### src/hw/rtl/led_blink_breathe_controller_defines.svh
// Assertion macros for the LED blink/breathe controller RTL.
// Depends on nothing; the including module provides clk_i and rst_ni.
`ifndef LED_BLINK_BREATHE_CONTROLLER_DEFINES_SVH
`define LED_BLINK_BREATHE_CONTROLLER_DEFINES_SVH

// Same-cycle implication, checked on every rising edge outside reset.
`define LBB_ASSERT_IMPL(lbl, ante, cons, msg) \
  lbl: assert property (@(posedge clk_i) disable iff (!rst_ni) (ante) |-> (cons)) \
    else $error(msg);

// Next-cycle implication, checked on every rising edge outside reset.
`define LBB_ASSERT_NEXT(lbl, ante, cons, msg) \
  lbl: assert property (@(posedge clk_i) disable iff (!rst_ni) (ante) |=> (cons)) \
    else $error(msg);

`endif

### src/hw/rtl/lbb_pkg.sv
// Package of the LED blink/breathe controller: widths, reset values, register
// indexes, shared types and the timer step functions. Depends on nothing.
`default_nettype none

package lbb_pkg;

  localparam int unsigned BLINK_PRESCALE = 16;
  localparam int unsigned SLOW_PRESCALE  = 32;
  localparam int unsigned PWM_PRESCALE   = 2;
  localparam int unsigned MAX_DIVIDER    = 16;

  localparam int unsigned TW      = 16;
  localparam int unsigned DUTY_W  = 6;
  localparam int unsigned SCALE_W = 8;
  localparam int unsigned DIV_W   = 5;
  localparam int unsigned SH_W    = $clog2(DIV_W);
  localparam int unsigned PROD_W  = DUTY_W + SCALE_W;
  localparam int unsigned CFG_IDX_W = 3;

  localparam int unsigned PRE_MAX_A = (BLINK_PRESCALE > SLOW_PRESCALE) ?
                                      BLINK_PRESCALE : SLOW_PRESCALE;
  localparam int unsigned PRE_MAX   = (PRE_MAX_A > PWM_PRESCALE) ? PRE_MAX_A : PWM_PRESCALE;
  localparam int unsigned PRE_W     = ($clog2(PRE_MAX) > 0) ? $clog2(PRE_MAX) : 1;

  localparam logic [PRE_W:0] BLINK_SCALE = (PRE_W+1)'(BLINK_PRESCALE);
  localparam logic [PRE_W:0] SLOW_SCALE  = (PRE_W+1)'(SLOW_PRESCALE);
  localparam logic [PRE_W:0] PWM_SCALE   = (PRE_W+1)'(PWM_PRESCALE);
  localparam logic [DIV_W-1:0] DIV_MAX   = DIV_W'(MAX_DIVIDER);

  localparam logic [TW-1:0]      BLINK_BASE_RST    = 16'd62500;
  localparam logic [TW-1:0]      HOLD_LENGTH_RST   = 16'd62500;
  localparam logic [TW-1:0]      RAMP_INTERVAL_RST = 16'd3125;
  localparam logic [TW-1:0]      PWM_PERIOD_RST    = 16'd3101;
  localparam logic [DUTY_W-1:0]  DUTY_MAX_RST      = 6'd50;
  localparam logic [SCALE_W-1:0] LOW_SCALE_RST     = 8'd61;
  localparam logic [SCALE_W-1:0] HIGH_SCALE_RST    = 8'd62;

  typedef enum logic [CFG_IDX_W-1:0] {
    REG_BLINK_BASE    = 3'd0,
    REG_HOLD_LENGTH   = 3'd1,
    REG_RAMP_INTERVAL = 3'd2,
    REG_PWM_PERIOD    = 3'd3,
    REG_DUTY_MAX      = 3'd4,
    REG_LOW_SCALE     = 3'd5,
    REG_HIGH_SCALE    = 3'd6
  } cfg_idx_e;

  typedef struct packed {
    logic [TW-1:0]      blink_base;
    logic [TW-1:0]      hold_length;
    logic [TW-1:0]      ramp_interval;
    logic [TW-1:0]      pwm_period;
    logic [DUTY_W-1:0]  duty_max;
    logic [SCALE_W-1:0] low_scale;
    logic [SCALE_W-1:0] high_scale;
  } cfg_t;

  typedef struct packed {
    logic              led_level;
    logic              breathing;
    logic [DUTY_W-1:0] duty_now;
    logic [DIV_W-1:0]  rate_divider;
  } result_t;

  typedef struct packed {
    logic             fire;
    logic [PRE_W-1:0] value;
  } pre_step_t;

  typedef struct packed {
    logic          fire;
    logic [TW-1:0] value;
  } cnt_step_t;

  // One base tick of a prescaler; fires and wraps to zero when it reaches the scale.
  function automatic pre_step_t tick_pre(input logic [PRE_W-1:0] pre,
                                         input logic [PRE_W:0] scale);
    pre_step_t      r;
    logic [PRE_W:0] sum;
    sum = {1'b0, pre} + (PRE_W+1)'(1);
    if (sum >= scale) begin
      r.fire  = 1'b1;
      r.value = '0;
    end else begin
      r.fire  = 1'b0;
      r.value = sum[PRE_W-1:0];
    end
    return r;
  endfunction

  // One timer unit; fires and reloads when the count reaches the limit or wraps.
  function automatic cnt_step_t count_unit(input logic [TW-1:0] cnt,
                                           input logic [TW-1:0] limit,
                                           input logic [TW-1:0] reload);
    cnt_step_t     r;
    logic [TW-1:0] nxt;
    nxt = cnt + TW'(1);
    if (nxt >= limit || nxt == '0) begin
      r.fire  = 1'b1;
      r.value = reload;
    end else begin
      r.fire  = 1'b0;
      r.value = nxt;
    end
    return r;
  endfunction

  // Bit position of a one-hot divider, used as the right shift of the blink base.
  function automatic logic [SH_W-1:0] div_shift(input logic [DIV_W-1:0] div);
    logic [SH_W-1:0] sh;
    sh = '0;
    for (int i = 0; i < DIV_W; i++) begin
      if (div[i]) begin
        sh = SH_W'(i);
      end
    end
    return sh;
  endfunction

endpackage

`default_nettype wire

### src/hw/rtl/lbb_cfg_regs.sv
// Configuration registers of the LED blink/breathe controller.
// Depends on lbb_pkg.
`default_nettype none

module lbb_cfg_regs (
  input  wire logic                           clk_i,
  input  wire logic                           rst_ni,
  input  wire logic                           cfg_valid_i,
  output logic                                cfg_ready_o,
  input  wire logic [lbb_pkg::CFG_IDX_W-1:0]  cfg_index_i,
  input  wire logic [lbb_pkg::TW-1:0]         cfg_data_i,
  output lbb_pkg::cfg_t                       cfg_o
);

  lbb_pkg::cfg_t cfg_q;

  assign cfg_ready_o = 1'b1;
  assign cfg_o       = cfg_q;

  always_ff @(posedge clk_i or negedge rst_ni) begin
    if (!rst_ni) begin
      cfg_q.blink_base    <= lbb_pkg::BLINK_BASE_RST;
      cfg_q.hold_length   <= lbb_pkg::HOLD_LENGTH_RST;
      cfg_q.ramp_interval <= lbb_pkg::RAMP_INTERVAL_RST;
      cfg_q.pwm_period    <= lbb_pkg::PWM_PERIOD_RST;
      cfg_q.duty_max      <= lbb_pkg::DUTY_MAX_RST;
      cfg_q.low_scale     <= lbb_pkg::LOW_SCALE_RST;
      cfg_q.high_scale    <= lbb_pkg::HIGH_SCALE_RST;
    end else if (cfg_valid_i) begin
      case (cfg_index_i)
        lbb_pkg::REG_BLINK_BASE:    cfg_q.blink_base    <= cfg_data_i;
        lbb_pkg::REG_HOLD_LENGTH:   cfg_q.hold_length   <= cfg_data_i;
        lbb_pkg::REG_RAMP_INTERVAL: cfg_q.ramp_interval <= cfg_data_i;
        lbb_pkg::REG_PWM_PERIOD:    cfg_q.pwm_period    <= cfg_data_i;
        lbb_pkg::REG_DUTY_MAX:      cfg_q.duty_max      <= cfg_data_i[lbb_pkg::DUTY_W-1:0];
        lbb_pkg::REG_LOW_SCALE:     cfg_q.low_scale     <= cfg_data_i[lbb_pkg::SCALE_W-1:0];
        lbb_pkg::REG_HIGH_SCALE:    cfg_q.high_scale    <= cfg_data_i[lbb_pkg::SCALE_W-1:0];
        default: begin
        end
      endcase
    end
  end

endmodule

`default_nettype wire

### src/hw/rtl/lbb_in_reg.sv
// Input register of the LED blink/breathe controller: holds one button sample
// until the tick logic takes it. Depends on nothing.
`default_nettype none

module lbb_in_reg (
  input  wire logic clk_i,
  input  wire logic rst_ni,
  input  wire logic valid_i,
  output logic      ready_o,
  input  wire logic button_i,
  input  wire logic take_i,
  output logic      valid_o,
  output logic      button_o
);

  logic valid_q;
  logic valid_d;
  logic button_q;

  assign ready_o  = !valid_q || take_i;
  assign valid_o  = valid_q;
  assign button_o = button_q;

  always_comb begin
    valid_d = valid_q;
    if (ready_o) begin
      valid_d = valid_i;
    end
  end

  always_ff @(posedge clk_i or negedge rst_ni) begin
    if (!rst_ni) begin
      valid_q <= 1'b0;
    end else begin
      valid_q <= valid_d;
    end
  end

  always_ff @(posedge clk_i) begin
    if (ready_o && valid_i) begin
      button_q <= button_i;
    end
  end

endmodule

`default_nettype wire

### src/hw/rtl/lbb_step.sv
// Per-tick state and next-state logic of the LED blink/breathe controller:
// button edges, hold, blink, ramp and PWM timers. Depends on lbb_pkg and the defines header.
`default_nettype none
`include "led_blink_breathe_controller_defines.svh"

module lbb_step (
  input  wire logic          clk_i,
  input  wire logic          rst_ni,
  input  wire logic          step_i,
  input  wire logic          button_i,
  input  wire lbb_pkg::cfg_t cfg_i,
  output lbb_pkg::result_t   result_o
);

  logic                          led_q, led_d;
  logic                          mode_q, mode_d;
  logic [lbb_pkg::DIV_W-1:0]     div_q, div_d;
  logic [lbb_pkg::TW-1:0]        limit_q, limit_d;
  logic [lbb_pkg::TW-1:0]        blink_cnt_q, blink_cnt_d;
  logic [lbb_pkg::PRE_W-1:0]     fast_pre_q, fast_pre_d;
  logic                          hold_act_q, hold_act_d;
  logic                          await_q, await_d;
  logic [lbb_pkg::TW-1:0]        hold_cnt_q, hold_cnt_d;
  logic [lbb_pkg::TW-1:0]        ramp_cnt_q, ramp_cnt_d;
  logic [lbb_pkg::TW-1:0]        pwm_cnt_q, pwm_cnt_d;
  logic [lbb_pkg::DUTY_W-1:0]    duty_q, duty_d;
  logic                          rising_q, rising_d;
  logic [lbb_pkg::PRE_W-1:0]     hold_pre_q, hold_pre_d;
  logic [lbb_pkg::PRE_W-1:0]     pwm_pre_q, pwm_pre_d;
  logic                          last_btn_q, last_btn_d;

  logic [lbb_pkg::DIV_W-1:0]     div_dbl;
  lbb_pkg::pre_step_t            hold_ps, fast_ps, pwm_ps;
  lbb_pkg::cnt_step_t            hold_cs, fast_cs, pwm_cs;
  logic [lbb_pkg::SCALE_W-1:0]   pwm_scale;
  logic [lbb_pkg::PROD_W-1:0]    pwm_prod;
  logic [lbb_pkg::TW-1:0]        prod_ext;
  logic [lbb_pkg::TW-1:0]        start_high;
  logic [lbb_pkg::TW-1:0]        pwm_reload;

  always_comb begin
    led_d       = led_q;
    mode_d      = mode_q;
    div_d       = div_q;
    limit_d     = limit_q;
    blink_cnt_d = blink_cnt_q;
    fast_pre_d  = fast_pre_q;
    hold_act_d  = hold_act_q;
    await_d     = await_q;
    hold_cnt_d  = hold_cnt_q;
    ramp_cnt_d  = ramp_cnt_q;
    pwm_cnt_d   = pwm_cnt_q;
    duty_d      = duty_q;
    rising_d    = rising_q;
    hold_pre_d  = hold_pre_q;
    pwm_pre_d   = pwm_pre_q;
    div_dbl     = {div_q[lbb_pkg::DIV_W-2:0], 1'b0};
    hold_ps     = '0;
    hold_cs     = '0;
    fast_ps     = '0;
    fast_cs     = '0;
    pwm_ps      = '0;
    pwm_cs      = '0;
    pwm_scale   = '0;
    pwm_prod    = '0;
    prod_ext    = '0;
    start_high  = '0;
    pwm_reload  = '0;

    // A press is taken only when no release is pending and no hold is running.
    if (!await_q && last_btn_q && !button_i) begin
      if (!hold_act_q) begin
        if (div_dbl > lbb_pkg::DIV_MAX || div_dbl == '0) begin
          div_dbl = lbb_pkg::DIV_W'(1);
        end
        div_d      = div_dbl;
        limit_d    = cfg_i.blink_base >> lbb_pkg::div_shift(div_dbl);
        await_d    = 1'b1;
        hold_act_d = 1'b1;
        hold_cnt_d = '0;
        hold_pre_d = '0;
        if (mode_q) begin
          blink_cnt_d = '0;
          fast_pre_d  = '0;
          pwm_cnt_d   = '0;
          pwm_pre_d   = '0;
        end
        mode_d = 1'b0;
      end
    end else if (await_q && !last_btn_q && button_i) begin
      hold_act_d = 1'b0;
      hold_cnt_d = '0;
      hold_pre_d = '0;
      await_d    = 1'b0;
    end

    if (hold_act_d) begin
      hold_ps    = lbb_pkg::tick_pre(hold_pre_d, lbb_pkg::SLOW_SCALE);
      hold_pre_d = hold_ps.value;
      if (hold_ps.fire) begin
        hold_cs    = lbb_pkg::count_unit(hold_cnt_d, cfg_i.hold_length, '0);
        hold_cnt_d = hold_cs.value;
        if (hold_cs.fire) begin
          hold_act_d = 1'b0;
          hold_cnt_d = '0;
          if (!button_i) begin
            mode_d     = 1'b1;
            ramp_cnt_d = '0;
            fast_pre_d = '0;
            pwm_cnt_d  = '0;
            pwm_pre_d  = '0;
          end
        end
      end
    end

    if (!mode_d) begin
      fast_ps    = lbb_pkg::tick_pre(fast_pre_d, lbb_pkg::BLINK_SCALE);
      fast_pre_d = fast_ps.value;
      if (fast_ps.fire) begin
        fast_cs     = lbb_pkg::count_unit(blink_cnt_d, limit_d, '0);
        blink_cnt_d = fast_cs.value;
        if (fast_cs.fire) begin
          led_d = !led_d;
        end
      end
    end else begin
      fast_ps    = lbb_pkg::tick_pre(fast_pre_d, lbb_pkg::SLOW_SCALE);
      fast_pre_d = fast_ps.value;
      if (fast_ps.fire) begin
        fast_cs    = lbb_pkg::count_unit(ramp_cnt_d, cfg_i.ramp_interval, '0);
        ramp_cnt_d = fast_cs.value;
        if (fast_cs.fire) begin
          if (rising_d) begin
            if (duty_d < cfg_i.duty_max) begin
              duty_d = duty_d + lbb_pkg::DUTY_W'(1);
            end else begin
              rising_d = 1'b0;
            end
          end else begin
            if (duty_d > lbb_pkg::DUTY_W'(1)) begin
              duty_d = duty_d - lbb_pkg::DUTY_W'(1);
            end else begin
              rising_d = 1'b1;
            end
          end
        end
      end

      // The reload of the PWM count depends on the phase that is ending.
      pwm_ps    = lbb_pkg::tick_pre(pwm_pre_d, lbb_pkg::PWM_SCALE);
      pwm_pre_d = pwm_ps.value;
      if (pwm_ps.fire) begin
        pwm_scale = led_d ? cfg_i.low_scale : cfg_i.high_scale;
        pwm_prod  = lbb_pkg::PROD_W'(duty_d) * lbb_pkg::PROD_W'(pwm_scale);
        prod_ext  = lbb_pkg::TW'(pwm_prod);
        if (prod_ext > cfg_i.pwm_period) begin
          start_high = '0;
        end else begin
          start_high = cfg_i.pwm_period - prod_ext;
        end
        pwm_reload = led_d ? prod_ext : start_high;
        pwm_cs     = lbb_pkg::count_unit(pwm_cnt_d, cfg_i.pwm_period, pwm_reload);
        pwm_cnt_d  = pwm_cs.value;
        if (pwm_cs.fire) begin
          led_d = !led_d;
        end
      end
    end
  end

  assign last_btn_d = button_i;

  assign result_o.led_level    = led_d;
  assign result_o.breathing    = mode_d;
  assign result_o.duty_now     = duty_d;
  assign result_o.rate_divider = div_d;

  always_ff @(posedge clk_i or negedge rst_ni) begin
    if (!rst_ni) begin
      led_q       <= 1'b0;
      mode_q      <= 1'b0;
      div_q       <= lbb_pkg::DIV_W'(1);
      limit_q     <= lbb_pkg::BLINK_BASE_RST;
      blink_cnt_q <= '0;
      fast_pre_q  <= '0;
      hold_act_q  <= 1'b0;
      await_q     <= 1'b0;
      hold_cnt_q  <= '0;
      ramp_cnt_q  <= '0;
      pwm_cnt_q   <= '0;
      duty_q      <= '0;
      rising_q    <= 1'b1;
      hold_pre_q  <= '0;
      pwm_pre_q   <= '0;
      last_btn_q  <= 1'b1;
    end else if (step_i) begin
      led_q       <= led_d;
      mode_q      <= mode_d;
      div_q       <= div_d;
      limit_q     <= limit_d;
      blink_cnt_q <= blink_cnt_d;
      fast_pre_q  <= fast_pre_d;
      hold_act_q  <= hold_act_d;
      await_q     <= await_d;
      hold_cnt_q  <= hold_cnt_d;
      ramp_cnt_q  <= ramp_cnt_d;
      pwm_cnt_q   <= pwm_cnt_d;
      duty_q      <= duty_d;
      rising_q    <= rising_d;
      hold_pre_q  <= hold_pre_d;
      pwm_pre_q   <= pwm_pre_d;
      last_btn_q  <= last_btn_d;
    end
  end

  `LBB_ASSERT_IMPL(a_div_onehot, 1'b1, $onehot(div_q), "blink divider is not a power of two")
  `LBB_ASSERT_IMPL(a_hold_needs_press, hold_act_q, await_q, "hold timer runs without a press")
  `LBB_ASSERT_NEXT(a_blink_duty_kept, step_i && !mode_d, duty_q == $past(duty_q), "duty moved in blink mode")

endmodule

`default_nettype wire

### src/hw/rtl/lbb_out_reg.sv
// Result register of the LED blink/breathe controller: holds one result item
// until the downstream side takes it. Depends on lbb_pkg.
`default_nettype none

module lbb_out_reg (
  input  wire logic             clk_i,
  input  wire logic             rst_ni,
  input  wire logic             load_i,
  output logic                  can_load_o,
  input  wire lbb_pkg::result_t result_i,
  output logic                  valid_o,
  input  wire logic             ready_i,
  output lbb_pkg::result_t      result_o
);

  logic             valid_q;
  logic             valid_d;
  lbb_pkg::result_t result_q;

  assign can_load_o = !valid_q || ready_i;
  assign valid_o    = valid_q;
  assign result_o   = result_q;

  always_comb begin
    valid_d = valid_q;
    if (load_i) begin
      valid_d = 1'b1;
    end else if (ready_i) begin
      valid_d = 1'b0;
    end
  end

  always_ff @(posedge clk_i or negedge rst_ni) begin
    if (!rst_ni) begin
      valid_q <= 1'b0;
    end else begin
      valid_q <= valid_d;
    end
  end

  always_ff @(posedge clk_i) begin
    if (load_i) begin
      result_q <= result_i;
    end
  end

endmodule

`default_nettype wire

### src/hw/rtl/led_blink_breathe_controller.sv
// Top level of the LED blink/breathe controller: configuration registers,
// input register, tick logic and result register. Depends on lbb_pkg and the lbb_* modules.
//
// Each input item is one base clock tick carrying the sampled button level, and
// it yields exactly one result item with the LED level, the mode, the ramp duty
// and the blink divider after that tick. The block takes one item per clock
// cycle while the result register is empty or its result is being taken; an
// accepted item is held in the input register, and its result is loaded into
// the result register, which offers it downstream. The tick logic between those
// two registers is combinational. Configuration writes are taken at any time
// but should only be made while no item is in flight.
`default_nettype none

module led_blink_breathe_controller (
  input  wire logic                          clk_i,
  input  wire logic                          rst_ni,
  input  wire logic                          cfg_valid_i,
  output logic                               cfg_ready_o,
  input  wire logic [lbb_pkg::CFG_IDX_W-1:0] cfg_index_i,
  input  wire logic [lbb_pkg::TW-1:0]        cfg_data_i,
  input  wire logic                          s_axis_tvalid_i,
  output logic                               s_axis_tready_o,
  input  wire logic [7:0]                    s_axis_tdata_i,  // [0] button_level
  output logic                               m_axis_tvalid_o,
  input  wire logic                          m_axis_tready_i,
  // [0] led_level, [1] breathing, [7:2] duty_now, [12:8] rate_divider
  output logic [15:0]                        m_axis_tdata_o
);

  lbb_pkg::cfg_t    cfg;
  lbb_pkg::result_t step_result;
  lbb_pkg::result_t out_result;
  logic             in_valid;
  logic             in_button;
  logic             can_load;
  logic             step_fire;

  assign step_fire = in_valid && can_load;

  lbb_cfg_regs u_cfg (
    .clk_i       (clk_i),
    .rst_ni      (rst_ni),
    .cfg_valid_i (cfg_valid_i),
    .cfg_ready_o (cfg_ready_o),
    .cfg_index_i (cfg_index_i),
    .cfg_data_i  (cfg_data_i),
    .cfg_o       (cfg)
  );

  lbb_in_reg u_in (
    .clk_i    (clk_i),
    .rst_ni   (rst_ni),
    .valid_i  (s_axis_tvalid_i),
    .ready_o  (s_axis_tready_o),
    .button_i (s_axis_tdata_i[0]),
    .take_i   (step_fire),
    .valid_o  (in_valid),
    .button_o (in_button)
  );

  lbb_step u_step (
    .clk_i    (clk_i),
    .rst_ni   (rst_ni),
    .step_i   (step_fire),
    .button_i (in_button),
    .cfg_i    (cfg),
    .result_o (step_result)
  );

  lbb_out_reg u_out (
    .clk_i      (clk_i),
    .rst_ni     (rst_ni),
    .load_i     (step_fire),
    .can_load_o (can_load),
    .result_i   (step_result),
    .valid_o    (m_axis_tvalid_o),
    .ready_i    (m_axis_tready_i),
    .result_o   (out_result)
  );

  assign m_axis_tdata_o = {3'b000, out_result.rate_divider, out_result.duty_now,
                           out_result.breathing, out_result.led_level};

endmodule

`default_nettype wire
### config.mk
export PLATFORM = sky130hd
export DESIGN_NAME = led_blink_breathe_controller
export DESIGN_NICKNAME = d
export VERILOG_FILES = /design/src/hw/rtl/lbb_pkg.sv /design/src/hw/rtl/lbb_cfg_regs.sv /design/src/hw/rtl/lbb_in_reg.sv /design/src/hw/rtl/lbb_step.sv /design/src/hw/rtl/lbb_out_reg.sv /design/src/hw/rtl/led_blink_breathe_controller.sv
export VERILOG_INCLUDE_DIRS = /design/src /design/src/hw/rtl
export SDC_FILE = /design/constraint.sdc
export NUM_CORES = 1
export LEC_CHECK = 0
export BUFFER_PORTS_ARGS = -buffer_cell sky130_fd_sc_hd__buf_2
export CORE_MARGIN = 10
export CORE_UTILIZATION = 50
export CTS_BUF_LIST = sky130_fd_sc_hd__clkbuf_4
export CTS_CLUSTER_DIAMETER = 80
export CTS_CLUSTER_SIZE = 8
export DETAILED_ROUTE_END_ITERATION = 8
export PLACE_DENSITY = 0.63
export SYNTH_ARGS = -nofsm -noshare
export SYNTH_HDL_FRONTEND = slang
export SYNTH_SLANG_ARGS = --single-unit
export TNS_END_PERCENT = 50
### constraint.sdc
create_clock -name clk_i -period 19 [get_ports clk_i]
set_input_delay 2.85 -clock clk_i [delete_from_list [all_inputs] [get_ports clk_i]]
set_output_delay 2.85 -clock clk_i [all_outputs]
set_load 0.03 [all_outputs]
# [Yosys cells after proc, flatten, opt, wreduce, memory -nomap -nowiden]
# Cells that the tools add are included.
[word_totals] register_bits=214 inputBits=32 output_inout_bits=19 elab_cells=210
[op_classes] addsub=10 multipliers=1 order_cmp=12 n_eq_ne=7 shifts=1 muxes=113 reduce_logical=36
[op_table] cell="$mux 16" count=30
[op_table] cell="$mux 17" count=12
[op_table] cell="$mux 5" count=25
[op_table] cell="$mux 6" count=15
[op_table] cell="$add 16x1->16 const B" count=4
[op_table] cell="$ge 16x16->1" count=4
[op_table] cell="$logic_not 16->1" count=4
[op_table] cell="$mux 1" count=25
[op_table] cell="$add 5x1->6 const B" count=3
[op_table] cell="$gt 14x16->1" count=1
[op_table] cell="$shr 16x3->16" count=1
[op_table] cell="$sub 16x14->16" count=1
[op_table] cell="$mul 6x8->14" count=1
[op_table] cell="$reduce_and 2->1" count=7
[op_table] cell="$ge 6x6->1 const B" count=2
[op_table] cell="$eq 3x3->1 const B" count=3
[op_table] cell="$mux 3" count=3
[op_table] cell="$mux 8" count=1
[op_table] cell="$logic_or 1x1->1" count=7
[op_table] cell="$add 6x1->6 const B" count=1
[op_table] cell="$eq 3x2->1 const B" count=2
[op_table] cell="$ge 6x2->1 const B" count=1
[op_table] cell="$ge 6x5->1 const B" count=1
[op_table] cell="$gt 6x1->1 const B" count=1
[op_table] cell="13 further kinds" count=25

# [Depth between registers and ports, before layout]
# Gate-level depths: netlist of run 1.
[logic_depth] ltp_word=33 depth_mapped=59 ltp_nobuf=52

# [Modules after synthesis]
# From an unflattened synthesis of run 1, not the netlist that was laid out.
[hier_totals] hier_cells=1810 hier_area_um2=16772.3
[modules_own_cells] mod="lbb_step" n_inst=1 cells_per_inst=1592 area_each_um2=12833.6 seq_area_each_um2=2815.2
[modules_own_cells] mod="lbb_cfg_regs" n_inst=1 cells_per_inst=192 area_each_um2=3384.5 seq_area_each_um2=2200.9
[modules_own_cells] mod="lbb_out_reg" n_inst=1 cells_per_inst=16 area_each_um2=437.9 seq_area_each_um2=415.4
[modules_own_cells] mod="lbb_in_reg" n_inst=1 cells_per_inst=5 area_each_um2=83.8 seq_area_each_um2=55.1
[modules_own_cells] mod="led_blink_breathe_controller" n_inst=1 cells_per_inst=5 area_each_um2=32.5 seq_area_each_um2=0.0

# [Least setup slack after synthesis of run 1]
# No wires, ideal clock.
[synth_timing] kind="register -> register" startpoint="register u_in.button_q (netlist: u_in.button_o)" endpoint="register u_step.pwm_cnt_q[10] in the netlist's numbering" setup_ns=0.122 arrival_ns=12.078 t_required_ns=18.878 slack_ns=6.801 path_stages_with_launch=58 n_path_buf=7 synth_period_minus_slack_ns=12.199 path_cell_list="edfxtp_1 buf_2 or4b_1 buf_4 clkbuf_1 clkbuf_1 and3_1 ha_1 clkbuf_1 and4_1 nand2_1 or3_1 or3_1 a21oi_1 ha_1 nand2_1 nor2_1 a21oi_1 [22 not listed] fa_1 fa_1 inv_1 ha_1 a21oi_1 inv_1 a21oi_1 xor2_1 ha_1 or3_1 o31a_1 a211o_1 maj3_1 o2111ai_1 and2_1 clkbuf_1 o221ai_1 a32o_1"
[synth_via] elab_chain_cells=30 elab_cells_between_ends=76 cone_classes="add/sub (7); mul (1); order compare (7); mux (52); reduce/logical (9)"
[synth_lines] item="from (decl)" line="lbb_in_reg.sv:18" rtl="logic button_q;"
[synth_lines] item="from (signal assigned)" line="lbb_in_reg.sv:41" rtl="button_q <= button_i;"
[synth_lines] item="$logic_and 1x1->1 or $logic_not 1->1 (tied branches)" line="lbb_step.sv:90, lbb_step.sv:71"
[synth_lines] item="$mux 16 or $logic_and 1x1->1 (tied branches)" line="lbb_step.sv:90, lbb_step.sv:71"
[synth_lines] item="$mux 16" line="lbb_step.sv:71" rtl="if (!await_q && last_btn_q && !button_i) begin"
[synth_lines] item="$add 16x1->16" line="lbb_pkg.sv:97" rtl="nxt = cnt + TW'(1);"
[synth_lines] item="$ge 16x16->1 or $logic_not 16->1 (tied branches)" line="lbb_pkg.sv:98" rtl="if (nxt >= limit || nxt == '0) begin"
[synth_lines] item="$logic_or 1x1->1" line="lbb_pkg.sv:98"
[synth_lines] item="$mux 17" line="lbb_pkg.sv:98"
[synth_lines] item="$mux 17" line="lbb_step.sv:100" rtl="if (hold_ps.fire) begin"
[synth_lines] item="[14 not listed]"
[synth_lines] item="$sub 16x14->16 or $gt 14x16->1 (tied branches)" line="lbb_step.sv:160, lbb_step.sv:157"
[synth_lines] item="$mux 16" line="lbb_step.sv:157" rtl="if (prod_ext > cfg_i.pwm_period) begin"
[synth_lines] item="$mux 16" line="lbb_step.sv:162" rtl="pwm_reload = led_d ? prod_ext : start_high;"
[synth_lines] item="$mux 17" line="lbb_pkg.sv:98"
[synth_lines] item="$mux 17" line="lbb_step.sv:153" rtl="if (pwm_ps.fire) begin"
[synth_lines] item="$mux 17" line="lbb_step.sv:117" rtl="if (!mode_d) begin"
[synth_lines] item="$mux 16" line="lbb_step.sv:153"
[synth_lines] item="$mux 16 *" line="lbb_step.sv:117"
[synth_lines] item="to (signal assigned)" line="lbb_step.sv:208" rtl="pwm_cnt_q <= pwm_cnt_d;"
[synth_lines] item="to (decl)" line="lbb_step.sv:25" rtl="logic [lbb_pkg::TW-1:0] pwm_cnt_q, pwm_cnt_d;"
# Every way passes the cells marked *; elsewhere a longest branch is shown, timed or not. The select of a mux whose other input is x is not followed.
# A chain may end at the register's enable or synchronous reset.

# [Final worst setup path of run 1]
[layout_timing] startpoint="register u_in.button_q (netlist: u_in.button_o)" endpoint="register u_step.pwm_cnt_q[9] in the netlist's numbering"
# Same word-level chain as after synthesis.

==> results of run 1 <==
stage by stage:
step / util / cells / area (um2) / hold WS [ns] / worst slack (ns)
6_report: 0.5334 / 2317 / 17270 / 0.4853 / 4.625
5_1_grt: 0.5334 / 2317 / 17270 / 0.5139 / 3.783
4_1_cts: 0.5333 / 2316 / 17260 / 0.4849 / 4.765
3_5_place_dp: 0.5204 / 2260 / 16850 / 0.4634 / 4.821
3_3_place_gp: 0.5204 / 2260 / 16850 / 0.4571 / 4.989
2_1_floorplan: - / 1862 / 16370 / 0.4447 / 6.801
critical path: cells and delay by family, from the launching register on:
kind / cells / cell delay, ns
AOI/OAI and AO/OA: 15 / 3.31
xor gates and xnor gates: 1 / 0.11
adders and majority gates: 10 / 3.75
buffers and inverters: 3 / 0.52
DFF: 1 / 0.66
muxes: 1 / 0.80
and+or+nand+nor: 18 / 5.10
metal layers:
metal  track usage  vias up
met1        0.2889     6679
met2        0.3340      328
met4       0.04896        0
met3       0.03066       62
li1              -     6645
met5             0        -
power by group:
part           leakage (nW)  internal, mW  switching, mW
logic                  4.72         0.199          0.292
registers              2.60         0.552         0.0560
clock network         0.255         0.128          0.180
flip-flops by register name, summed over array words and instances, names as in the netlist:
signal              count
u_step.div_q            5
u_out.result_o         13
u_step.fast_pre_q       5
u_step.pwm_pre_q        5
u_in.valid_o            1
u_step.last_btn_q       1
u_step.mode_q           1
u_step.pwm_cnt_q       16
u_step.hold_act_q       1
u_step.ramp_cnt_q      16
u_cfg.cfg_o            86
u_step.duty_q           6
u_step.await_q          1
u_in.button_o           1
u_step.hold_cnt_q      16
u_step.hold_pre_q       5
u_step.limit_q         16
u_step.led_q            1
u_out.valid_o           1
u_step.blink_cnt_q     16
u_step.rising_q         1
final cells by class:
type / count / area [um2] / area share
diodes: 1 / 2.502 / 0.0001449
clock buffers: 55 / 412.9 / 0.02391
clock inverters: 1 / 3.754 / 0.0002174
inverters: 128 / 480.5 / 0.02783
multi-input cells: 1419 / 9987 / 0.5784
flip-flops and latches: 214 / 5487 / 0.3178
well taps: 442 / 553.0 / 0.03203
repair buffers: 57 / 339.1 / 0.01964
worst max path at each step:
stage	cells past startpoint	endpoint	start	slack (ns)
final	48	u_step.pwm_cnt_q[9]	u_in.button_o	4.63
after global routing	49	u_step.pwm_cnt_q[10]	u_in.button_o	3.78
after CTS	48	u_step.pwm_cnt_q[9]	u_in.button_o	4.77
after detailed placement	48	u_step.pwm_cnt_q[9]	u_in.button_o	4.82
after global placement	48	u_step.pwm_cnt_q[9]	u_in.button_o	4.99
after floorplan	57	u_step.pwm_cnt_q[10]	u_in.button_o	6.80
cells by family after synthesis:
logic type	after synthesis	synth area share
AO/OA/AOI/OAI	439	0.1774
XOR/XNOR	75	0.04061
adder cells (fa/ha/maj)	147	0.1237
buffers and inverters	229	0.05621
flip-flops	214	0.3353
multiplexers	97	0.06485
other	2	0.0004590
AND/OR/NAND/NOR	657	0.2014
cells in the final DEF, fill, tap and decap left out, types with 20 or more instances in the layout:
cell type,synthesis,final
fa_1,26,26
dfstp_2,49,49
xnor2_1,46,46
clkbuf_4,0,55
xor2_1,28,28
nand4_1,35,35
buf_2,15,38
nand2_1,190,189
mux2i_1,34,34
a22o_1,23,23
ha_1,117,117
inv_1,128,127
nor3_1,50,48
dfrtp_1,151,151
nand3_1,58,58
nor2b_1,23,23
and2_1,20,20
mux2_2,59,59
or3_1,23,23
a21oi_1,84,84
nor2_1,149,148
o21ai_0,136,136
==> results by group, run 1 <==
Pwr
  • PD cells: slightly above 80 mW/mm2
  • Total chip power: between 1 and 1.5 mW
  • Worst IR Drop VDD: around 59 uV
  • Leak Pwr: roughly 7.6 nW

CTS
  • Clock Latency Late Sink: a little under 0.8 ns
  • Clock sinks: 214
  • Setup Fix Bufs, Post-CTS: 0
  • Post-CTS sizing: 0
  • Clock buffer depth: 3
  • Clock transition at path regs: 0.10 ns
  • CTS tree: built
  • H-Tree Level Count: 1
  • Clk root buf: clkbuf_4
  • Hold-fix buffers, CTS: 0
  • Clock buffers created by TritonCTS: 30

Synth
  • Number of flops mapped to enable cells by yosys: 14
  • Mapped Area: 0.01636 mm2
  • Avg Cell Area, Syn: approximately 9 um2
  • Most frequent cell after synthesis: nand2_1
  • Synth area leaders: dfrtp_1 (23%), ha_1 (8.9%), dfstp_2 (7.9%)
  • Async SR Flop Fraction: 0.9346
  • Yosys reg bits: 214
  • Yosys top cell by area: dfrtp_1
  • Share of the synthesized area in the top cell type: 0.2309
  • Synth cell types: 92
  • YS warnings: 0
  • Top cells by count, synth: nand2_1 (190), dfrtp_1 (151), nor2_1 (149)
  • Ys flop type: dfrtp_1
  • Cells after synthesis: ~1900
  • Seq/Total Area, Yosys: 0.3353

STA
  • Slew @ Worst Pin: approximately 1.2 ns
  • Skew final: about 0.040 ns
  • Final slew viol count: 0
  • Tcrit/Tclk final: 0.7566
  • Final setup violation count: 0
  • Fin. Hold Viols: 0
  • RSZ-0062 raised after global routing: false
  • Rel. slew slack: 0.1885
  • Final min period: between 10 and 15 ns
  • Fmax: around 70 MHz
  • Fin Setup TNS: 0 ns

Place
  • Routability cong.: roughly 0.89
  • Buffers added on ports: 39
  • Hpwl dp: ~30000 um

Floorplan
  • Die area: 0.04036 mm2
  • CORE AREA: between 0.03 and 0.04 mm2
  • Initial Utilization: 0.5054
  • IO Count: between 50 and 60
  • Die height: approximately 200 um
  • Cell row count: 66
  • Die Width: between 200 and 250 um

Run
  • Max-cap violations: 0

Routing
  • Vias: ~14000
  • Routed length per instance: around 18 um
  • DRT iter0 DRCs: around 950
  • Met2 WL: about 20000 um
  • Post-Route WL: approximately 43000 um
  • Wl on met1: 19980 um
  • Top Metal Used: met4
  • # DRC: 0
  • First-pass DRT Iterations: 5
  • Final ANT Viol Nets: 0
  • WL met3: between 2000 and 2500 um
  • Drt via density: roughly 6

GRT
  • GRT Total Usage: 0.2081
  • Initial antenna violation count: 2
  • GRT Residual Overflow: 0
  • First-pass GRT wire length: around 70000 um
  • Largest net degree at the start of global routing: between 70 and 80
  • Vias in the first global route: around 13000

Setup path
  • Crit path largest cell delay: 0.80 ns
  • Crit path max-delay cell type: mux2i_1
  • Crit Path Category: register to register
  • Worst path arrival time: roughly 15 ns
  • Critical Path RT: 19.64 ns
  • Reg2Reg Launch Point: u_in.button_o
  • Setup crit end kind: register
  • Reg2Reg Setup Slack: around 4.6 ns
  • Worst R2R End: u_step.pwm_cnt_q[9]
  • Critical Path Source Type: register
  • Register-to-Register Path Depth: 48
  • Critical Path Fanout Max: 43

Min path
  • Worst hold path class: register to register
  • Critical hold path startpoint: u_step.div_q[4]
  • WHS Endpoint: u_step.div_q[4]
  • Hold path depth: 2

Final layout
  • Nets: 2025
  • Share of layout cells above drive strength 1: 0.1414
  • Syn-to-layout area delta: 5.521%
  • # fillers: a little over 3000

Status
  • Outcome: finished, final reports clean
Note: power is estimated with default switching activity, not from simulation.
==> run 2, diff against run 1 <==
--- a/config.mk
+++ b/config.mk
@@ -13,7 +13,7 @@
 export CTS_CLUSTER_DIAMETER = 80
 export CTS_CLUSTER_SIZE = 8
 export DETAILED_ROUTE_END_ITERATION = 8
-export PLACE_DENSITY = 0.63
+export PLACE_DENSITY = 0.66
 export SYNTH_ARGS = -nofsm -noshare
 export SYNTH_HDL_FRONTEND = slang
 export SYNTH_SLANG_ARGS = --single-unit
==> constraint.sdc (replaced) <==
create_clock -name clk_i -period 13.09 [get_ports clk_i]
set_input_delay 1.9635 -clock clk_i [delete_from_list [all_inputs] [get_ports clk_i]]
set_output_delay 1.9635 -clock clk_i [all_outputs]
set_load 0.03 [all_outputs]
==> results by group, run 2 (synthesis results as in run 1) <==
GRT
  • GRT Total Usage: 0.2090 (+0.0008813)
  • Vias in the first global route: 13500 (+0.99%)
  • Initial antenna violation count: 1 (-1)
  • GRT Residual Overflow: 0 (unchanged)
  • Largest net degree at the start of global routing: 85 (+10%)
  • First-pass GRT wire length: 70800 um (+0.85%)

CTS
  • Clock transition at path regs: 0.10 ns (about the same)
  • CTS tree: built
  • Clock buffer depth: 3 (unchanged)
  • Clk root buf: clkbuf_4
  • Clock sinks: 214 (unchanged)
  • Clock buffers created by TritonCTS: 30 (unchanged)
  • H-Tree Level Count: 1 (unchanged)
  • Clock Latency Late Sink: 0.77 ns (about the same)

STA
  • Final slew viol count: 0 (unchanged)
  • Tcrit/Tclk final: 0.9441 (+0.1875)
  • Skew final: 0.05780 ns (+0.01731 ns)
  • Fin. Hold Viols: 0 (unchanged)
  • Fmax: 80.92 MHz (+16%)
  • Rel. slew slack: 0.2312 (+0.04272)
  • Final setup violation count: 0 (unchanged)
  • Final min period: 12.36 ns (-2.017 ns)
  • Slew @ Worst Pin: 1.145 ns (-0.06535 ns)

Routing
  • Drt via density: 5.956 (+0.63%)
  • Final ANT Viol Nets: 0 (unchanged)
  • # DRC: 0 (unchanged)
  • DRT iter0 DRCs: 924 (-3.0%)
  • Post-Route WL: 43270 um (+1.5%)
  • First-pass DRT Iterations: 6 (+1)
  • Routed length per instance: 18.55 um (+0.84%)
  • Vias: 13900 (+1.3%)

Setup path
  • Worst R2R End: u_step.pwm_cnt_q[15]
  • Crit Path Category: register to register
  • Reg2Reg Setup Slack: 0.73 ns (-3.89 ns)
  • Critical Path Fanout Max: 10 (-77%)
  • Setup crit end kind: register
  • Register-to-Register Path Depth: 49 (+2.1%)
  • Reg2Reg Launch Point: u_step.last_btn_q
  • Crit path max-delay cell type: dfstp_2
  • Crit path largest cell delay: 0.61 ns (-0.19 ns)
  • CP dominant cell by count: ha_1
  • Critical Path Source Type: register
  • Critical Path RT: 13.72 ns (-5.92 ns)
  • Worst path arrival time: 12.99 ns (-2.02 ns)

Place
  • Routability cong.: 0.8769 (-1.9%)
  • Hpwl dp: 31100 um (+1.4%)
  • Dpl cell area: 0.01691 mm2 (+0.36%)
  • Buffers added on ports: 39 (unchanged)

Final layout
  • Design Area, Final: 0.01748 mm2 (+1.2%)
  • Nets: 2041 (+0.79%)
  • Syn-to-layout area delta: 6.821%
  • # fillers: 3030 (-1.7%)
  • Sequential Area: 0.005487 mm2 (unchanged)
  • Utilization after layout: 0.5399 (+0.006570)
  • Area of the multi-input gates: 0.01006 mm2 (+0.70%)
  • Commonest non-fill, non-tap cells in the layout: nand2_1 (188), dfrtp_1 (151), nor2_1 (148), o21ai_0 (135), inv_1 (127)
  • Most common cell after layout, fill and taps aside: nand2_1
  • Share of layout cells above drive strength 1: 0.1545 (+0.01309)
  • Max reg flops: 86 (unchanged)

Floorplan
  • Die height: 200.9 um (unchanged)
  • Cell row count: 66 (unchanged)
  • IO Count: 51 (unchanged)
  • CORE AREA: 0.03237 mm2 (unchanged)
  • Initial Utilization: 0.5054 (unchanged)
  • Die Width: 200.9 um (unchanged)
  • Die area: 0.04036 mm2 (unchanged)

Min path
  • Critical hold path startpoint: u_step.limit_q[14]
  • Hold path depth: 2 (unchanged)
  • WHS Endpoint: u_step.limit_q[14]
  • Worst hold path class: register to register

Status
  • Outcome: finished, final reports clean

Pwr
  • PD cells: 118.3 mW/mm2 (+45%)
  • Leak Pwr: 7.678 nW (+1.3%)
  • Worst IR Drop VDD: 67.88 uV (+14%)

Run
  • Max-cap violations: 0 (unchanged)
==> run 2: changes by cell type in the layout (fill, tap and decap cells not counted), sizes merged <==
cell / change
clkbuf: -1
bufinv: +1
buf: +16
==> run 2: how the worst max path moves through the flow <==
stage / to / startpoint / cells past startpoint
2_1_floorplan: u_step.pwm_cnt_q[9] / u_in.button_o / 57
3_3_place_gp: u_step.pwm_cnt_q[13] / u_in.button_o / 47
3_5_place_dp: u_step.pwm_cnt_q[13] / u_in.button_o / 47
4_1_cts: u_step.pwm_cnt_q[13] / u_in.button_o / 49
5_1_grt: u_step.pwm_cnt_q[13] / u_step.last_btn_q / 49
6_report: u_step.pwm_cnt_q[15] / u_step.last_btn_q / 49
==> run 2: critical path: cells and delay by family, from the launching register on <==
family          cells  cell delay [ns]
compound gates     13             2.47
xor+xnor            2             0.42
fa+ha+maj          11             3.95
buf+inv             3             0.42
flops               1             0.61
mux                 1             0.34
simple gates       19             3.97
==> run 2: metal layers <==
metal,wire length (um),up-vias,share of wire,track usage
li1,-,6664,-,-
met1,20040,6848,0.46,0.2864
met2,20110,321,0.46,0.3430
met3,2132,63,0.049,0.02404
met4,996,0,0.023,0.05410
met5,0,-,0,0
==> run 2: per-stage QoR <==
stage | hold slack [ns] | setup slack (ns) | setup TNS [ns] | instances | total power, mW
3_5_place_dp | 0.4656 | -0.03662 | -0.03662 | 2268 | 1.608
3_3_place_gp | 0.4600 | 0.09646 | 0 | 2268 | 1.583
6_report | 0.4864 | 0.7320 | 0 | 2333 | 2.068
2_1_floorplan | 0.4447 | 0.8908 | 0 | 1862 | 1.417
5_1_grt | 0.5103 | -0.07340 | -0.4078 | 2333 | 2.214
4_1_cts | 0.4919 | 0.06242 | 0 | 2324 | 2.076
==> run 2: timing repair <==
item,4_1_cts,5_1_grt
hold buffers,0,0
pin swaps,0,3
resized for setup,3,14
setup buffers,0,8
setup endpoints to repair,8,16
==> run 2: cell type report <==
| type | instances | share of cell area |
|---|---|---|
| Antenna cell | 1 | 0.0001432 |
| Clock buffer | 54 | 0.02319 |
| Clock inverter | 2 | 0.001933 |
| Inverter | 128 | 0.02749 |
| Multi-Input combinational cell | 1419 | 0.5754 |
| Sequential cell | 214 | 0.3139 |
| Tap cell | 442 | 0.03164 |
| Timing Repair Buffer | 73 | 0.02627 |
==> run 2: report_power, final <==
part           total [mW]  internal [mW]  switching (mW)
sequential          0.882          0.802          0.0803
combinational       0.725          0.294           0.431
clock               0.461          0.202           0.259
==> run 3, diff against run 2 <==
--- a/config.mk
+++ b/config.mk
@@ -14,7 +14,9 @@
 export CTS_CLUSTER_SIZE = 8
 export DETAILED_ROUTE_END_ITERATION = 8
 export PLACE_DENSITY = 0.66
+export SLEW_MARGIN = 20
 export SYNTH_ARGS = -nofsm -noshare
 export SYNTH_HDL_FRONTEND = slang
+export SYNTH_HIERARCHICAL = 1
 export SYNTH_SLANG_ARGS = --single-unit
 export TNS_END_PERCENT = 50
==> results by group, run 3 <==
Floorplan
  • IO Count: 51 (unchanged)
  • Die Width: 203.2 um (+1.1%)
  • Initial Utilization: 0.5040 (-0.001484)
  • Die area: 0.04127 mm2 (+2.3%)
  • CORE AREA: 0.03328 mm2 (+2.8%)
  • Cell row count: 67 (+1.5%)
  • Die height: 203.2 um (+1.1%)

Pwr
  • Leak Pwr: 7.970 nW (+3.8%)
  • PD cells: 132.2 mW/mm2 (+12%)
  • Worst IR Drop VDD: 88.41 uV (+30%)

Synth
  • Cells after synthesis: 1810 (-2.7%)
  • Top cells by count, synth: dfrtp_1 (151), nor2_1 (123), ha_1 (117), nand2_1 (117), inv_1 (115)
  • Async SR Flop Fraction: 0.9346 (unchanged)
  • Yosys top cell by area: dfrtp_1
  • Avg Cell Area, Syn: 9.266 um2 (+5.3%)
  • YS warnings: 6 (+6)
  • Ys flop type: dfrtp_1
  • Synth area leaders: dfrtp_1 (23%), ha_1 (8.7%), dfstp_2 (7.7%)
  • Yosys reg bits: 214 (unchanged)
  • Share of the synthesized area in the top cell type: 0.2253 (-0.005651)
  • Number of flops mapped to enable cells by yosys: 14 (unchanged)
  • Most frequent cell after synthesis: dfrtp_1
  • Mapped Area: 0.01677 mm2 (+2.5%)
  • Seq/Total Area, Yosys: 0.3271 (-0.008205)
  • Synth cell types: 108 (+17%)

Setup path
  • Crit path max-delay cell type: dfstp_2
  • Critical Path Fanout Max: 14 (+4)
  • Critical Path RT: 13.75 ns (+0.03 ns)
  • Critical Path Source Type: register
  • Setup crit end kind: register
  • Worst path arrival time: 12.89 ns (-0.10 ns)
  • Crit path largest cell delay: 0.61 ns (about the same)
  • Crit Path Category: register to register
  • CP dominant cell by count: ha_1

Routing
  • First-pass DRT Iterations: 6 (unchanged)
  • Routed length per instance: 19.19 um (+3.5%)
  • Vias: 13880 (-0.086%)
  • Post-Route WL: 43870 um (+1.4%)
  • # DRC: 0 (unchanged)
  • Final ANT Viol Nets: 0 (unchanged)
  • Drt via density: 6.073 (+2.0%)
  • DRT iter0 DRCs: 1135 (+23%)

Final layout
  • Design Area, Final: 0.01787 mm2 (+2.2%)
  • Share of layout cells above drive strength 1: 0.1814 (+0.02688)
  • Max reg flops: 86 (unchanged)
  • # fillers: 3072 (+1.4%)
  • Nets: 1986 (-2.7%)
  • Most common cell after layout, fill and taps aside: dfrtp_1
  • Sequential Area: 0.005487 mm2 (unchanged)
  • Syn-to-layout area delta: 6.535%
  • Area of the multi-input gates: 0.01047 mm2 (+4.1%)
  • Commonest non-fill, non-tap cells in the layout: dfrtp_1 (151), nor2_1 (123), nand2_1 (117), ha_1 (116), inv_1 (115)

CTS
  • Clock transition at path regs: 0.10 ns (about the same)
  • Hold-fix buffers, CTS: 0 (unchanged)
  • Clk root buf: clkbuf_4
  • Clock sinks: 214 (unchanged)
  • Clock buffers created by TritonCTS: 31 (+3.3%)
  • H-Tree Level Count: 1 (unchanged)
  • Clock Latency Late Sink: 0.77 ns (about the same)
  • Clock buffer depth: 3 (unchanged)
  • CTS tree: built

STA
  • Final setup violation count: 0 (unchanged)
  • Final min period: 12.23 ns (-0.1233 ns)
  • Skew final: 0.02927 ns (-0.02853 ns)
  • Rel. slew slack: 0.3613 (+0.1300)
  • Slew @ Worst Pin: 0.9581 ns (-0.1874 ns)
  • Min Hold Slack: 0.4890 ns (+0.002591 ns)
  • Fin. Hold Viols: 0 (unchanged)
  • Tcrit/Tclk final: 0.9347 (-0.009421)
  • Final slew viol count: 0 (unchanged)
  • Fin Setup TNS: 0 ns (unchanged)
  • Fmax: 81.73 MHz (+1.0%)
  • Final setup margin: 0.8553 ns (+0.1233 ns)

Place
  • Hpwl dp: 31570 um (+1.5%)
  • Pre-CTS WS: 0.2222 ns (+0.2588 ns)
  • Routability cong.: 0.9381 (+7.0%)
  • Dpl cell area: 0.01728 mm2 (+2.2%)
  • Buffers added on ports: 39 (unchanged)

GRT
  • GRT Total Usage: 0.2063 (-0.002687)
  • Initial antenna violation count: 3 (+2)
  • Vias in the first global route: 13340 (-1.2%)
  • Largest net degree at the start of global routing: 69 (-19%)
  • GRT Residual Overflow: 0 (unchanged)
  • First-pass GRT wire length: 70400 um (-0.56%)

Run
  • Max-cap violations: 0 (unchanged)

Min path
  • Worst hold path class: register to register

Status
  • Outcome: finished, final reports clean
[run 3: cell types whose count changed in the layout (fill, tap and decap cells not counted), sizes merged, moves of 10 or more]
| cell | previous run | this run |
|---|---|---|
| nand2 | 191 | 119 |
| o21ai | 148 | 102 |
| mux2 | 62 | 95 |
| nor2 | 151 | 125 |
| a21oi | 85 | 107 |
| mux2i | 34 | 48 |
| a21o | 16 | 28 |
| o221ai | 14 | 2 |
| or2 | 18 | 7 |
| inv | 127 | 117 |
[run 3: final timing paths]
| check | start | endpoint | slack [ns] | cells past startpoint |
|---|---|---|---|---|
| setup / recovery | u_step/last_btn_q | u_step/pwm_cnt_q[6] | 0.86 | 49 |
| hold reg to reg | u_step/limit_q[10] | u_step/limit_q[10] | 0.49 | 2 |
| max in group asynchronous | rst_ni | u_cfg/cfg_o[15] | 9.67 | 3 |
| hold / removal | u_step/limit_q[10] | u_step/limit_q[10] | 0.49 | 2 |
| min in group asynchronous | rst_ni | u_step/blink_cnt_q[9] | 1.14 | 1 |
| setup reg to reg | u_step/last_btn_q | u_step/pwm_cnt_q[6] | 0.86 | 49 |
[run 3: worst max-delay path: cells and delay by family, from the launching register on]
kind                     cells  cell delay [ns]
AO/OA/AOI/OAI               20             4.06
adder cells (fa/ha/maj)     10             3.52
AND/OR/NAND/NOR             13             2.89
XOR/XNOR                     3             0.62
flip-flops                   1             0.61
buffers and inverters        3             0.41
[run 3: area by class of cell]
type / instances / share of cell area
tap: 448 / 0.03137
antenna: 2 / 0.0002801
clock buffer: 54 / 0.02269
sequential: 214 / 0.3071
clock inverter: 4 / 0.002451
inverter: 117 / 0.02458
multi-input combinational: 1376 / 0.5860
timing repair buffer: 71 / 0.02556
[run 3: report_power, final]
group          switching (mW)  total, mW  internal, mW  leakage (nW)
logic                   0.557      0.996         0.439          5.09
registers              0.0955      0.906         0.810          2.60
clock network           0.256      0.460         0.204         0.275
[run 3: kinds of logic (layout without fill, tap and decap cells)]
kind of cell    Yosys count  count (layout)  share of synthesized area
other cells               2               6                  0.0004478
xor+xnor                 70              70                    0.03655
flops                   214             214                     0.3271
mux                     145             145                    0.09735
buf+inv                 222             246                    0.05759
simple gates            579             579                     0.1842
compound gates          433             433                     0.1772
fa+ha+maj               145             145                     0.1195
[run 3: stage by stage]
stage                     std cells  power, mW    util
after detailed placement       2223      1.906  0.5191
after global routing           2285      2.551  0.5368
final                          2286      2.362  0.5369
after global placement         2223      1.871  0.5190
after CTS                      2281      2.374  0.5326
after floorplan                1812      1.674       -
[run 3: timing repair]
action / CTS / global route
gates resized for setup: 0 / 16
endpoints found under the setup margin: 0 / 16
buffers inserted: 0 / 3
[run 3: layer usage]
metal	GRT usage	share of wire
met5	0	0
met4	0.05382	0.024
met3	0.03475	0.057
met2	0.3364	0.46
met1	0.2790	0.46
